==> src/hw/rtl/stepper_step_generator_with_ramp_core_defines.svh <==
// Assertion macros shared by the stepper step generator RTL
`ifndef STEPPER_STEP_GENERATOR_WITH_RAMP_CORE_DEFINES_SVH
`define STEPPER_STEP_GENERATOR_WITH_RAMP_CORE_DEFINES_SVH

// Implication checked on every clock edge outside reset
`define SSG_ASSERT_IMPLY(label, clk, rst, ante, cons) \
   label: assert property (@(posedge clk) disable iff (rst) (ante) |-> (cons)) \
      else $error("ssg: implication check failed");

// Condition that must hold on the edge after reset was sampled
`define SSG_ASSERT_AFTER_RESET(label, clk, rst, cons) \
   label: assert property (@(posedge clk) (rst) |=> (cons)) \
      else $error("ssg: reset check failed");

`endif

==> src/hw/rtl/ssg_pkg.sv <==
// Shared types and constants of the stepper step generator
`default_nettype none
package ssg_pkg;

   localparam int FIELD_W    = 20;
   localparam int ACC_W      = 16;
   localparam int POS_PORT_W = 32;
   localparam int OP_W       = 2;
   localparam int KIND_W     = 2;
   localparam int CSR_IDX_W  = 1;
   localparam int QDEPTH     = 2;
   localparam int QPTR_W     = 1;

   localparam logic [FIELD_W-1:0] SPEED_LIMIT = 20'd1000000;
   localparam logic [FIELD_W-1:0] FIELD_MAX   = 20'hFFFFF;

   // Input operation codes
   localparam logic [OP_W-1:0] OP_TICK = 2'd0;
   localparam logic [OP_W-1:0] OP_MOVE = 2'd1;
   localparam logic [OP_W-1:0] OP_SET  = 2'd2;

   // Register indexes
   localparam logic [CSR_IDX_W-1:0] REG_INIT_SPEED = 1'b0;
   localparam logic [CSR_IDX_W-1:0] REG_ACCEL      = 1'b1;

   // Command kinds passed from front to back
   typedef enum logic [KIND_W-1:0] {
      CMD_TICK = 2'd0,
      CMD_MOVE = 2'd1,
      CMD_SET  = 2'd2,
      CMD_NOP  = 2'd3
   } cmd_kind_type;

endpackage
`default_nettype wire

==> src/hw/rtl/ssg_front.sv <==
// Front end: accepts input items and classifies them into commands
`default_nettype none
module ssg_front #(
   parameter int POSITION_BITS = 32
) (
   input  wire logic                          req_push,
   output logic                               req_full,
   input  wire logic [ssg_pkg::OP_W-1:0]      req_op,
   input  wire logic [ssg_pkg::POS_PORT_W-1:0] req_position_value,
   input  wire logic                          q_full,
   output logic                               q_push,
   output ssg_pkg::cmd_kind_type              q_kind,
   output logic [POSITION_BITS-1:0]           q_value
);
   import ssg_pkg::*;

   // Accept while the command queue has room
   assign req_full = q_full;
   assign q_push   = req_push && !q_full;

   // Keep only the position bits in use
   assign q_value = req_position_value[POSITION_BITS-1:0];

   // Classify the operation
   always_comb begin
      unique case (req_op)
         OP_TICK: q_kind = CMD_TICK;
         OP_MOVE: q_kind = CMD_MOVE;
         OP_SET:  q_kind = CMD_SET;
         default: q_kind = CMD_NOP;
      endcase
   end

endmodule
`default_nettype wire

==> src/hw/rtl/ssg_cmdq.sv <==
// Short command queue between front and back
`default_nettype none
module ssg_cmdq #(
   parameter int W = 34
) (
   input  wire logic         clock,
   input  wire logic         reset,
   input  wire logic         push,
   input  wire logic [W-1:0] din,
   output logic              full,
   input  wire logic         pop,
   output logic [W-1:0]      dout,
   output logic              empty
);
   import ssg_pkg::*;

   logic [W-1:0]      entry_ff [QDEPTH];
   logic [QPTR_W-1:0] wr_ptr_ff, wr_ptr_in;
   logic [QPTR_W-1:0] rd_ptr_ff, rd_ptr_in;
   logic [QPTR_W:0]   count_ff, count_in;
   logic              do_push, do_pop;

   assign full    = (count_ff == (QPTR_W+1)'(QDEPTH));
   assign empty   = (count_ff == '0);
   assign dout    = entry_ff[rd_ptr_ff];
   assign do_push = push && !full;
   assign do_pop  = pop && !empty;

   // Advance pointers and count
   always_comb begin
      wr_ptr_in = wr_ptr_ff;
      rd_ptr_in = rd_ptr_ff;
      count_in  = count_ff;
      if (do_push) begin
         wr_ptr_in = (wr_ptr_ff == QPTR_W'(QDEPTH-1)) ? '0 : wr_ptr_ff + 1'b1;
      end
      if (do_pop) begin
         rd_ptr_in = (rd_ptr_ff == QPTR_W'(QDEPTH-1)) ? '0 : rd_ptr_ff + 1'b1;
      end
      if (do_push && !do_pop) begin
         count_in = count_ff + 1'b1;
      end else if (do_pop && !do_push) begin
         count_in = count_ff - 1'b1;
      end
   end

   always_ff @(posedge clock) begin
      if (reset) begin
         wr_ptr_ff <= '0;
         rd_ptr_ff <= '0;
         count_ff  <= '0;
      end else begin
         wr_ptr_ff <= wr_ptr_in;
         rd_ptr_ff <= rd_ptr_in;
         count_ff  <= count_in;
      end
   end

   // Store the item
   always_ff @(posedge clock) begin
      if (do_push) begin
         entry_ff[wr_ptr_ff] <= din;
      end
   end

endmodule
`default_nettype wire

==> src/hw/rtl/ssg_div.sv <==
// Restoring divider: tick rate divided by speed, one quotient bit a cycle
`default_nettype none
module ssg_div #(
   parameter int TICKS_PER_SECOND = 1000000
) (
   input  wire logic                       clock,
   input  wire logic                       reset,
   input  wire logic                       start,
   input  wire logic [ssg_pkg::FIELD_W-1:0] divisor,
   output logic                            done,
   output logic [ssg_pkg::FIELD_W-1:0]     quotient
);
   import ssg_pkg::*;

   localparam int DW = $clog2(TICKS_PER_SECOND + 1);
   localparam int CW = $clog2(DW);
   localparam int QW = (DW > FIELD_W) ? DW : FIELD_W;
   localparam logic [DW-1:0] DIVIDEND = DW'(TICKS_PER_SECOND);

   logic               busy_ff, busy_in;
   logic               done_ff, done_in;
   logic [CW-1:0]      cnt_ff, cnt_in;
   logic [FIELD_W-1:0] rem_ff, rem_in;
   logic [FIELD_W-1:0] dsr_ff, dsr_in;
   logic [DW-1:0]      quot_ff, quot_in;
   logic [FIELD_W:0]   rem_sh;
   logic [FIELD_W:0]   rem_sub;
   logic               fits;
   logic [QW-1:0]      quot_ext;

   // One restoring step
   assign rem_sh  = {rem_ff, DIVIDEND[cnt_ff]};
   assign fits    = (rem_sh >= {1'b0, dsr_ff});
   assign rem_sub = rem_sh - {1'b0, dsr_ff};

   always_comb begin
      busy_in = busy_ff;
      done_in = 1'b0;
      cnt_in  = cnt_ff;
      rem_in  = rem_ff;
      dsr_in  = dsr_ff;
      quot_in = quot_ff;
      if (start) begin
         busy_in = 1'b1;
         cnt_in  = CW'(DW - 1);
         rem_in  = '0;
         dsr_in  = divisor;
         quot_in = '0;
      end else if (busy_ff) begin
         rem_in  = fits ? rem_sub[FIELD_W-1:0] : rem_sh[FIELD_W-1:0];
         quot_in = {quot_ff[DW-2:0], fits};
         if (cnt_ff == '0) begin
            busy_in = 1'b0;
            done_in = 1'b1;
         end else begin
            cnt_in = cnt_ff - 1'b1;
         end
      end
   end

   always_ff @(posedge clock) begin
      if (reset) begin
         busy_ff <= 1'b0;
         done_ff <= 1'b0;
      end else begin
         busy_ff <= busy_in;
         done_ff <= done_in;
      end
   end

   always_ff @(posedge clock) begin
      cnt_ff  <= cnt_in;
      rem_ff  <= rem_in;
      dsr_ff  <= dsr_in;
      quot_ff <= quot_in;
   end

   // Saturate the quotient to the interval width
   assign quot_ext = QW'(quot_ff);
   assign quotient = (quot_ext > QW'(FIELD_MAX)) ? FIELD_MAX : quot_ext[FIELD_W-1:0];
   assign done     = done_ff;

endmodule
`default_nettype wire

==> src/hw/rtl/ssg_back.sv <==
// Back end: position, ramp and interval state, result register
`default_nettype none
module ssg_back #(
   parameter int TICKS_PER_SECOND = 1000000,
   parameter int POSITION_BITS    = 32
) (
   input  wire logic                           clock,
   input  wire logic                           reset,
   input  wire logic                           csr_we,
   input  wire logic [ssg_pkg::CSR_IDX_W-1:0]  csr_index,
   input  wire logic [ssg_pkg::FIELD_W-1:0]    csr_wdata,
   input  wire logic                           cmd_empty,
   input  wire ssg_pkg::cmd_kind_type          cmd_kind,
   input  wire logic [POSITION_BITS-1:0]       cmd_value,
   output logic                                cmd_pop,
   input  wire logic                           rsp_pop,
   output logic                                rsp_empty,
   output logic                                rsp_step_pulse,
   output logic                                rsp_step_direction,
   output logic [ssg_pkg::POS_PORT_W-1:0]      rsp_current_position,
   output logic [ssg_pkg::FIELD_W-1:0]         rsp_running_speed,
   output logic                                rsp_at_target
);
   import ssg_pkg::*;

   localparam int PW = ACC_W + POSITION_BITS;

   typedef enum logic [5:0] {
      ST_IDLE = 6'b000001,
      ST_DIST = 6'b000010,
      ST_MUL  = 6'b000100,
      ST_UPD  = 6'b001000,
      ST_DIV  = 6'b010000,
      ST_OUT  = 6'b100000
   } state_type;

   state_type              state_ff, state_in;
   logic [POSITION_BITS-1:0] pos_ff, pos_in;
   logic [POSITION_BITS-1:0] tgt_ff, tgt_in;
   logic [POSITION_BITS-1:0] dist_ff, dist_in;
   logic [PW-1:0]          prod_ff, prod_in;
   logic [FIELD_W-1:0]     speed_ff, speed_in;
   logic [FIELD_W-1:0]     intv_ff, intv_in;
   logic [FIELD_W-1:0]     ticks_ff, ticks_in;
   logic [ACC_W-1:0]       acc_ff, acc_in;
   logic                   pulse_ff, pulse_in;
   logic                   dir_ff, dir_in;
   logic                   emit_ff, emit_in;
   logic                   rsp_valid_ff, rsp_valid_in;
   logic                   rsp_pulse_ff, rsp_pulse_in;
   logic                   rsp_dir_ff, rsp_dir_in;
   logic [POSITION_BITS-1:0] rsp_pos_ff, rsp_pos_in;
   logic [FIELD_W-1:0]     rsp_speed_ff, rsp_speed_in;
   logic                   rsp_at_ff, rsp_at_in;

   logic [FIELD_W-1:0]     ticks_inc;
   logic [FIELD_W:0]       speed_sum;
   logic [FIELD_W-1:0]     speed_ramp;
   logic [FIELD_W-1:0]     speed_next;
   logic [FIELD_W-1:0]     csr_speed;
   logic                   grow;
   logic                   go_up;
   logic                   div_start;
   logic [FIELD_W-1:0]     div_divisor;
   logic                   div_done;
   logic [FIELD_W-1:0]     div_quot;

   ssg_div #(
      .TICKS_PER_SECOND(TICKS_PER_SECOND)
   ) u_div (
      .clock   (clock),
      .reset   (reset),
      .start   (div_start),
      .divisor (div_divisor),
      .done    (div_done),
      .quotient(div_quot)
   );

   // Datapath helpers
   assign ticks_inc  = (ticks_ff == FIELD_MAX) ? ticks_ff : ticks_ff + 1'b1;
   assign speed_sum  = {1'b0, speed_ff} + (FIELD_W+1)'(acc_ff);
   assign speed_ramp = (speed_sum > {1'b0, SPEED_LIMIT}) ? SPEED_LIMIT
                                                          : speed_sum[FIELD_W-1:0];
   assign grow       = (acc_ff != '0) && (PW'(speed_ff) < prod_ff);
   assign speed_next = grow ? speed_ramp : speed_ff;
   assign csr_speed  = (csr_wdata > SPEED_LIMIT) ? SPEED_LIMIT : csr_wdata;
   assign go_up      = pos_ff < tgt_ff;

   always_comb begin
      state_in     = state_ff;
      pos_in       = pos_ff;
      tgt_in       = tgt_ff;
      dist_in      = dist_ff;
      prod_in      = prod_ff;
      speed_in     = speed_ff;
      intv_in      = intv_ff;
      ticks_in     = ticks_ff;
      acc_in       = acc_ff;
      pulse_in     = pulse_ff;
      dir_in       = dir_ff;
      emit_in      = emit_ff;
      rsp_valid_in = rsp_valid_ff && !rsp_pop;
      rsp_pulse_in = rsp_pulse_ff;
      rsp_dir_in   = rsp_dir_ff;
      rsp_pos_in   = rsp_pos_ff;
      rsp_speed_in = rsp_speed_ff;
      rsp_at_in    = rsp_at_ff;
      cmd_pop      = 1'b0;
      div_start    = 1'b0;
      div_divisor  = speed_ff;

      unique case (state_ff)
         // Take the next command and apply its position or target change
         ST_IDLE: begin
            if (!csr_we && !cmd_empty) begin
               cmd_pop  = 1'b1;
               pulse_in = 1'b0;
               emit_in  = 1'b1;
               unique case (cmd_kind)
                  CMD_TICK: begin
                     if (ticks_inc >= intv_ff && pos_ff != tgt_ff) begin
                        pulse_in = 1'b1;
                        dir_in   = go_up;
                        pos_in   = go_up ? pos_ff + 1'b1 : pos_ff - 1'b1;
                        ticks_in = '0;
                        state_in = ST_DIST;
                     end else begin
                        ticks_in = ticks_inc;
                        state_in = ST_OUT;
                     end
                  end
                  CMD_MOVE: begin
                     tgt_in   = cmd_value;
                     state_in = ST_DIST;
                  end
                  CMD_SET: begin
                     pos_in   = cmd_value;
                     state_in = ST_OUT;
                  end
                  default: begin
                     state_in = ST_OUT;
                  end
               endcase
            end
         end
         // Remaining distance
         ST_DIST: begin
            dist_in  = (tgt_ff >= pos_ff) ? tgt_ff - pos_ff : pos_ff - tgt_ff;
            state_in = ST_MUL;
         end
         // Ramp limit: acceleration times distance
         ST_MUL: begin
            prod_in  = PW'(acc_ff) * PW'(dist_ff);
            state_in = ST_UPD;
         end
         // Grow the speed and, if it is nonzero, start the interval reload
         ST_UPD: begin
            speed_in = speed_next;
            if (speed_next != '0) begin
               div_start   = 1'b1;
               div_divisor = speed_next;
               state_in    = ST_DIV;
            end else begin
               state_in = ST_OUT;
            end
         end
         // Wait for the interval
         ST_DIV: begin
            if (div_done) begin
               intv_in  = div_quot;
               state_in = emit_ff ? ST_OUT : ST_IDLE;
            end
         end
         // Load the result register once it is free
         ST_OUT: begin
            if (!rsp_valid_ff || rsp_pop) begin
               rsp_valid_in = 1'b1;
               rsp_pulse_in = pulse_ff;
               rsp_dir_in   = pulse_ff ? dir_ff : (tgt_ff > pos_ff);
               rsp_pos_in   = pos_ff;
               rsp_speed_in = speed_ff;
               rsp_at_in    = (pos_ff == tgt_ff);
               state_in     = ST_IDLE;
            end
         end
         default: begin
            state_in = ST_IDLE;
         end
      endcase

      // Register writes reload the interval, unless the divisor is zero, without producing a result
      if (csr_we) begin
         emit_in = 1'b0;
         if (csr_index == REG_INIT_SPEED) begin
            speed_in    = csr_speed;
            div_divisor = csr_speed;
         end else begin
            acc_in      = csr_wdata[ACC_W-1:0];
            div_divisor = speed_ff;
         end
         if (div_divisor != '0) begin
            div_start = 1'b1;
            state_in  = ST_DIV;
         end else begin
            state_in = ST_IDLE;
         end
      end
   end

   always_ff @(posedge clock) begin
      if (reset) begin
         state_ff     <= ST_IDLE;
         pos_ff       <= '0;
         tgt_ff       <= '0;
         speed_ff     <= '0;
         intv_ff      <= '0;
         ticks_ff     <= '0;
         acc_ff       <= '0;
         emit_ff      <= 1'b0;
         rsp_valid_ff <= 1'b0;
      end else begin
         state_ff     <= state_in;
         pos_ff       <= pos_in;
         tgt_ff       <= tgt_in;
         speed_ff     <= speed_in;
         intv_ff      <= intv_in;
         ticks_ff     <= ticks_in;
         acc_ff       <= acc_in;
         emit_ff      <= emit_in;
         rsp_valid_ff <= rsp_valid_in;
      end
   end

   // Hold payload
   always_ff @(posedge clock) begin
      dist_ff      <= dist_in;
      prod_ff      <= prod_in;
      pulse_ff     <= pulse_in;
      dir_ff       <= dir_in;
      rsp_pulse_ff <= rsp_pulse_in;
      rsp_dir_ff   <= rsp_dir_in;
      rsp_pos_ff   <= rsp_pos_in;
      rsp_speed_ff <= rsp_speed_in;
      rsp_at_ff    <= rsp_at_in;
   end

   assign rsp_empty            = !rsp_valid_ff;
   assign rsp_step_pulse       = rsp_pulse_ff;
   assign rsp_step_direction   = rsp_dir_ff;
   assign rsp_current_position = POS_PORT_W'(rsp_pos_ff);
   assign rsp_running_speed    = rsp_speed_ff;
   assign rsp_at_target        = rsp_at_ff;

endmodule
`default_nettype wire

==> src/hw/rtl/stepper_step_generator_with_ramp_core.sv <==
// Top level of the stepper step generator with linear speed ramp
//
// Input items (req_*) are pushed while req_full is low: op 0 is a one-tick
// advance, op 1 sets the target, op 2 loads the position, op 3 does nothing.
// Every item yields one result on the rsp_* queue: step pulse, direction,
// position, running speed and at-target flag; pop it while rsp_empty is low.
// The csr_* port writes initial_speed (index 0) or acceleration_step (1);
// it is to be used only while no item is in flight; the block does not enforce this.
// An item passes from the command queue to the back's IDLE state; steps and moves
// then pass DIST, MUL and UPD and, unless the speed is left at zero, DIV, where the
// interval divider finds one quotient bit a cycle, before OUT loads the result
// register; other items go from IDLE straight to OUT. The back carries out one item
// at a time. A register write also starts a divider run, unless the divisor is zero,
// and keeps the back busy until it ends.
// A two-entry command queue lets items be taken while the back works or a
// result waits; with rsp_pop held low the result register holds, the back
// stalls and req_full rises once the queue is full.
// Synchronous reset clears positions, speed, interval, tick count and both
// registers, and empties both queues.
`default_nettype none
`include "stepper_step_generator_with_ramp_core_defines.svh"
module stepper_step_generator_with_ramp_core #(
   parameter int TICKS_PER_SECOND = 1000000,
   parameter int POSITION_BITS    = 32
) (
   input  wire logic                           clock,
   input  wire logic                           reset,
   input  wire logic                           req_push,
   output logic                                req_full,
   input  wire logic [ssg_pkg::OP_W-1:0]       req_op,
   input  wire logic [ssg_pkg::POS_PORT_W-1:0] req_position_value,
   input  wire logic                           rsp_pop,
   output logic                                rsp_empty,
   output logic                                rsp_step_pulse,
   output logic                                rsp_step_direction,
   output logic [ssg_pkg::POS_PORT_W-1:0]      rsp_current_position,
   output logic [ssg_pkg::FIELD_W-1:0]         rsp_running_speed,
   output logic                                rsp_at_target,
   input  wire logic                           csr_we,
   input  wire logic [ssg_pkg::CSR_IDX_W-1:0]  csr_index,
   input  wire logic [ssg_pkg::FIELD_W-1:0]    csr_wdata
);
   import ssg_pkg::*;

   localparam int QW = KIND_W + POSITION_BITS;

   logic                     q_push;
   logic                     q_full;
   logic                     q_pop;
   logic                     q_empty;
   cmd_kind_type             front_kind;
   logic [POSITION_BITS-1:0] front_value;
   logic [QW-1:0]            q_din;
   logic [QW-1:0]            q_dout;
   cmd_kind_type             back_kind;
   logic                     rsp_idle_at_target;

   // Classify incoming items
   ssg_front #(
      .POSITION_BITS(POSITION_BITS)
   ) u_front (
      .req_push          (req_push),
      .req_full          (req_full),
      .req_op            (req_op),
      .req_position_value(req_position_value),
      .q_full            (q_full),
      .q_push            (q_push),
      .q_kind            (front_kind),
      .q_value           (front_value)
   );

   // Queue commands between front and back
   assign q_din     = {front_kind, front_value};
   assign back_kind = cmd_kind_type'(q_dout[QW-1 -: KIND_W]);

   ssg_cmdq #(
      .W(QW)
   ) u_cmdq (
      .clock(clock),
      .reset(reset),
      .push (q_push),
      .din  (q_din),
      .full (q_full),
      .pop  (q_pop),
      .dout (q_dout),
      .empty(q_empty)
   );

   // Carry out commands
   ssg_back #(
      .TICKS_PER_SECOND(TICKS_PER_SECOND),
      .POSITION_BITS   (POSITION_BITS)
   ) u_back (
      .clock               (clock),
      .reset               (reset),
      .csr_we              (csr_we),
      .csr_index           (csr_index),
      .csr_wdata           (csr_wdata),
      .cmd_empty           (q_empty),
      .cmd_kind            (back_kind),
      .cmd_value           (q_dout[POSITION_BITS-1:0]),
      .cmd_pop             (q_pop),
      .rsp_pop             (rsp_pop),
      .rsp_empty           (rsp_empty),
      .rsp_step_pulse      (rsp_step_pulse),
      .rsp_step_direction  (rsp_step_direction),
      .rsp_current_position(rsp_current_position),
      .rsp_running_speed   (rsp_running_speed),
      .rsp_at_target       (rsp_at_target)
   );

   // Result waiting at the target without a step
   assign rsp_idle_at_target = !rsp_empty && rsp_at_target && !rsp_step_pulse;

   // Checks
   `SSG_ASSERT_IMPLY(a_speed_range, clock, reset, !rsp_empty, rsp_running_speed <= SPEED_LIMIT)
   `SSG_ASSERT_IMPLY(a_idle_dir, clock, reset, rsp_idle_at_target, !rsp_step_direction)
   `SSG_ASSERT_AFTER_RESET(a_reset_empty, clock, reset, rsp_empty && !req_full && !q_pop)

endmodule
`default_nettype wire

==> config.mk <==
export PLATFORM = sky130hd
export DESIGN_NAME = stepper_step_generator_with_ramp_core
export DESIGN_NICKNAME = d
export VERILOG_FILES = /design/src/hw/rtl/ssg_pkg.sv /design/src/hw/rtl/ssg_front.sv /design/src/hw/rtl/ssg_cmdq.sv /design/src/hw/rtl/ssg_div.sv /design/src/hw/rtl/ssg_back.sv /design/src/hw/rtl/stepper_step_generator_with_ramp_core.sv
export VERILOG_INCLUDE_DIRS = /design/src /design/src/hw/rtl
export SDC_FILE = /design/constraint.sdc
export NUM_CORES = 2
export LEC_CHECK = 0
export ABC_AREA = 1
export BUFFER_PORTS_ARGS = -buffer_cell sky130_fd_sc_hd__buf_2
export CAP_MARGIN = 20
export CORE_ASPECT_RATIO = 0.9
export CORE_MARGIN = 4
export CORE_UTILIZATION = 30
export CTS_CLUSTER_SIZE = 20
export DETAILED_ROUTE_END_ITERATION = 10
export REMOVE_ABC_BUFFERS = 1
export SLEW_MARGIN = 20
export SYNTH_ARGS = -nofsm -noshare
export SYNTH_HDL_FRONTEND = slang
export SYNTH_SLANG_ARGS = --single-unit
==> constraint.sdc <==
create_clock -name clock -period 6 [get_ports clock]
set_input_delay 1.2 -clock clock [delete_from_list [all_inputs] [get_ports clock]]
set_output_delay 1.2 -clock clock [all_outputs]
set_load 0.01 [all_outputs]
==> flow_results.xml <==
<?xml version="1.0" encoding="UTF-8"?>
<metrics>
  <group name="sta">
    <metric name="timing.slew.headroom" unit="%">31.3</metric>
    <metric name="worst_clock_skew" unit="ns">0.0416</metric>
    <metric name="grt_setup_unrepaired" unit="">yes</metric>
    <metric name="fin_crit_sh" unit="%">101</metric>
    <metric name="max_freq" unit="GHz">0.165</metric>
    <metric name="worst_pin_slew" unit="ns">1.03</metric>
    <metric name="total_setup_violations_reported_at_the_end_of_the_flow" unit="">3</metric>
    <metric name="timing.final.hold_violations" unit="">0</metric>
    <metric name="finalMaxSlewViolations" unit="">0</metric>
    <metric name="hold_ws" unit="ns">0.461</metric>
    <metric name="postLayoutSetupSlackWorst" unit="ns">-0.0439</metric>
    <metric name="min_period" unit="ns">6.04</metric>
  </group>
  <group name="global_routing">
    <metric name="first_global_vias" unit="">35372</metric>
    <metric name="grt_start_max_net_pins" unit="">65</metric>
    <metric name="grt_overflow_total" unit="">0</metric>
    <metric name="grtUsageTotal" unit="%">17.1</metric>
    <metric name="grt_first_pass_wirelength" unit="um">197000</metric>
    <metric name="grt_antenna_before_repair" unit="">8</metric>
  </group>
  <group name="worst_setup_path">
    <metric name="cp_max_fo" unit="">4</metric>
    <metric name="critical_path_class" unit="">reg -&gt; reg</metric>
    <metric name="worst_ep_arrival_time" unit="ns">6.40</metric>
    <metric name="nature_of_the_critical_path_endpoint" unit="">flop</metric>
    <metric name="crit_path_start_kind" unit="">flop</metric>
    <metric name="timing.critical_path.required" unit="ns">6.35</metric>
  </group>
  <group name="clocking">
    <metric name="clkLatencyLatePin" unit="ns">0.63</metric>
    <metric name="hold_buf_cts" unit="">0</metric>
    <metric name="cts.sinks" unit="">426</metric>
    <metric name="clkTransAtPathRegs" unit="ns">0.07</metric>
    <metric name="tritoncts" unit="">yes</metric>
    <metric name="cts_max_level" unit="">2</metric>
    <metric name="cts.path.max_buffers" unit="">3</metric>
    <metric name="clockRootBuffer" unit="">clkbuf_16</metric>
    <metric name="cts_inserted_buffers" unit="">49</metric>
  </group>
  <group name="pwr">
    <metric name="cellLeakagePower" unit="nW">23.7</metric>
    <metric name="vdd_drop_max" unit="uV">295</metric>
    <metric name="power.density_cell_area" unit="nW/um^2">379</metric>
  </group>
  <group name="floorplan">
    <metric name="floorplan.die.width" unit="um">400</metric>
    <metric name="start_util" unit="%">30.2</metric>
    <metric name="fp.dieArea" unit="sq um">144000</metric>
    <metric name="rows" unit="">129</metric>
    <metric name="floorplan_core_area" unit="sq um">137000</metric>
    <metric name="boundaryPins" unit="">117</metric>
    <metric name="fp.dieH" unit="um">360</metric>
  </group>
  <group name="route">
    <metric name="firstDrtPassIters" unit="">6</metric>
    <metric name="wl_per_cell" unit="um">16.8</metric>
    <metric name="route.detailed.vias_per_inst" unit="">4.73</metric>
    <metric name="routed_wirelength" unit="um">125000</metric>
    <metric name="detail_route.iter0.violations" unit="">2537</metric>
    <metric name="antenna_left" unit="">0</metric>
    <metric name="vias_post_dr" unit="">35164</metric>
    <metric name="post-route-drc-count" unit="">0</metric>
  </group>
  <group name="synthesis">
    <metric name="avgSynthCellArea" unit="sq um">7.84</metric>
    <metric name="synth_enable_flop_cells" unit="">225</metric>
    <metric name="yosysSeqAreaShare" unit="%">26.0</metric>
    <metric name="mappedNetlistArea" unit="sq um">41400</metric>
    <metric name="asyncSetResetFlopFracSynth" unit="%">0</metric>
    <metric name="synthDistinctLibCells" unit="">61</metric>
    <metric name="synthesis_warnings" unit="">0</metric>
    <metric name="synth_cells" unit="">5282</metric>
    <metric name="ys_seq_elements" unit="">426</metric>
    <metric name="ys_dominant_reg_cell" unit="">edfxtp_1</metric>
  </group>
  <group name="outcome">
    <metric name="status" unit="">complete, but fails checks</metric>
    <metric name="violations_in_the_final_reports" unit="">setup timing</metric>
  </group>
  <group name="hold_path">
    <metric name="timing.hold.worst.class" unit="">reg -&gt; reg</metric>
  </group>
  <group name="finish">
    <metric name="fin_nets" unit="">6340</metric>
    <metric name="area_growth_syn_to_layout" unit="%">18.2</metric>
    <metric name="layout-drive-gt1-share" unit="%">14.4</metric>
    <metric name="layoutNonFillerInstCount" unit="">7442</metric>
  </group>
  <group name="place">
    <metric name="place.detailed.instances" unit="">7279</metric>
    <metric name="place.detailed.hpwl" unit="um">99600</metric>
    <metric name="io_buffers" unit="">116</metric>
    <metric name="routabilityCongestion" unit="">0.905</metric>
  </group>
  <group name="job">
    <metric name="maxCapViolCount" unit="">0</metric>
  </group>
</metrics>
-- worst max-delay path, cell delays in order (launching register included) --
cell and delay [ns]:
edfxtp_1 0.49, buf_6 0.18, buf_12 0.12, nand2_4 0.05, fa_1 0.44, fa_1 0.58
fa_2 0.45, fa_1 0.51, inv_1 0.05, fa_1 0.50, inv_2 0.04, fa_1 0.52
inv_2 0.05, ha_4 0.30, a21oi_2 0.06, a21boi_4 0.15, o21ai_4 0.23, nand2_1 0.12
nand2_2 0.10, nand3_2 0.07, o211ai_1 0.21, a21boi_2 0.12, o21ai_2 0.17, a31oi_1 0.12
xor2_1 0.16
-- worst paths after layout --
check | from | slack, ns | depth (start not counted) | end
setup / recovery | u_back.dist_ff[10]$_DFFE_PN_ | -0.04 | 24 | u_back.prod_ff[46]$_DFFE_PN_
hold / removal | u_back.u_div.quot_ext[9]$_SDFFE_PP0P_ | 0.46 | 2 | u_back.intv_ff[9]$_SDFFE_PP0P_
setup reg to reg | u_back.dist_ff[10]$_DFFE_PN_ | -0.04 | 24 | u_back.prod_ff[46]$_DFFE_PN_
hold reg to reg | u_back.u_div.quot_ext[9]$_SDFFE_PP0P_ | 0.46 | 2 | u_back.intv_ff[9]$_SDFFE_PP0P_
-- sequential cells by signal (all words and copies together), names as in the netlist, 2 cells and up, named ones only --
name and cells:
u_back.acc_ff 16, u_back.dist_ff 32, u_back.intv_ff 20, u_back.pos_ff 32, u_back.prod_ff 48, u_back.rsp_current_position 32
u_back.rsp_running_speed 20, u_back.speed_ff 20, u_back.state_ff 6, u_back.tgt_ff 32, u_back.ticks_ff 20, u_back.u_div.cnt_ff 5
u_back.u_div.dsr_ff 20, u_back.u_div.quot_ext 20, u_back.u_div.rem_ff 20, u_cmdq.count_ff 2, u_cmdq.entry_ff 68
-- cells in the mapped netlist (3+ instances only) --
cell / instances / area share (%)
nand3_1: 119 / 1.4
a221oi_1: 4 / 0.085
o211ai_1: 12 / 0.22
edfxtp_1: 225 / 16
clkbuf_1: 210 / 1.9
a31oi_1: 25 / 0.38
ha_1: 292 / 8.8
nand3b_1: 20 / 0.36
nor4_1: 23 / 0.35
mux2i_1: 23 / 0.56
nor2_1: 248 / 2.2
buf_6: 6 / 0.16
a211oi_1: 7 / 0.13
a21o_1: 5 / 0.091
nand2_1: 1164 / 11
nand4_1: 35 / 0.53
nor2_2: 7 / 0.11
inv_1: 1148 / 10
mux2_2: 8 / 0.22
o221ai_1: 11 / 0.23
a22oi_1: 3 / 0.054
a311oi_1: 5 / 0.11
nor3_1: 42 / 0.51
a21boi_0: 10 / 0.18
o21ai_1: 11 / 0.13
or2_2: 19 / 0.29
inv_2: 10 / 0.091
xor2_1: 72 / 1.5
clkinv_1: 3 / 0.027
buf_2: 8 / 0.097
dfxtp_1: 201 / 9.7
a21oi_1: 429 / 5.2
o21bai_1: 15 / 0.27
xnor2_1: 60 / 1.3
buf_1: 3 / 0.027
o21ai_0: 318 / 3.8
o21a_1: 21 / 0.38
a21oi_2: 6 / 0.13
fa_1: 423 / 20
-- timing repair --
action,4_1_cts,5_1_grt
setup endpoints to repair,19,29
buffers inserted,47,27
gates resized for setup,116,175
gates cloned,0,0
pin swaps,64,161
-- per-layer routing --
metal / routed length (um) / GRT usage (%) / vias up / share of wire, %
met3: 7960 / 2.86 / 165 / 6.4
li1: - / - / 17034 / -
met1: 56800 / 23.7 / 16937 / 45
met2: 57000 / 27.8 / 1028 / 46
met4: 3150 / 4.14 / 0 / 2.5
met5: 0 / 0 / - / 0
-- power breakdown --
part | switching, mW | leakage [nW] | internal (mW)
registers | 0.113 | 3.72 | 3.55
logic | 7.20 | 19.2 | 4.62
clock network | 1.36 | 0.787 | 1.73
-- cell type report --
type / instances / area (sq um)
sequential: 426 / 10800
tap: 1834 / 2290
clock inverter: 30 / 288
antenna: 3 / 7.51
clock buffer: 61 / 1330
fill: 14142 / 88400
multi-input combinational: 3467 / 26300
timing repair buffer: 460 / 3550
inverter: 1161 / 4360
-- per-stage QoR --
step                      TNS (ns)  instance area (sq um)  worst slack (ns)  util, %  power [mW]
after CTS                 -0.00252                  48200          -0.00252     35.1        17.9
after detailed placement     -5.99                  45700            -0.504     33.3        14.1
after global placement       -4.90                  45700            -0.434     33.3        14.0
after global routing         -2.20                  48900            -0.256     35.6        20.0
final                      -0.0656                  48900           -0.0439     35.6        18.6
after floorplan              -2.49                  40500            -0.314        -        10.4
-- kinds of logic after synthesis --
group / share of synthesized area [%]
adder cells (fa/ha/maj): 29.3
AND/OR/NAND/NOR: 16.7
XOR/XNOR: 2.79
flip-flops: 26.0
multiplexers: 0.773
buffers and inverters: 12.7
AO/OA/AOI/OAI: 11.7
-- layout by cell type, fill, tap and decap left out, types with 16 or more instances in the layout --
| cell | n |
|---|---|
| inv_2 | 57 |
| dfxtp_1 | 190 |
| edfxtp_1 | 225 |
| nand2_1 | 1135 |
| clkbuf_16 | 50 |
| buf_6 | 42 |
| nor2_1 | 232 |
| o21a_1 | 21 |
| fa_2 | 21 |
| a21oi_1 | 405 |
| fa_1 | 402 |
| inv_1 | 1099 |
| nor2_2 | 16 |
| o21ai_0 | 311 |
| buf_2 | 116 |
| nand3b_1 | 20 |
| ha_4 | 19 |
| ha_1 | 270 |
| a21oi_2 | 19 |
| nor4_1 | 22 |
| xnor2_1 | 59 |
| or2_2 | 19 |
| nand4_1 | 35 |
| nand2_2 | 24 |
| nor3_1 | 42 |
| buf_12 | 18 |
| nand3_1 | 114 |
| mux2i_1 | 23 |
| buf_4 | 283 |
| xor2_1 | 70 |
Power figures use the tool's default switching activity.
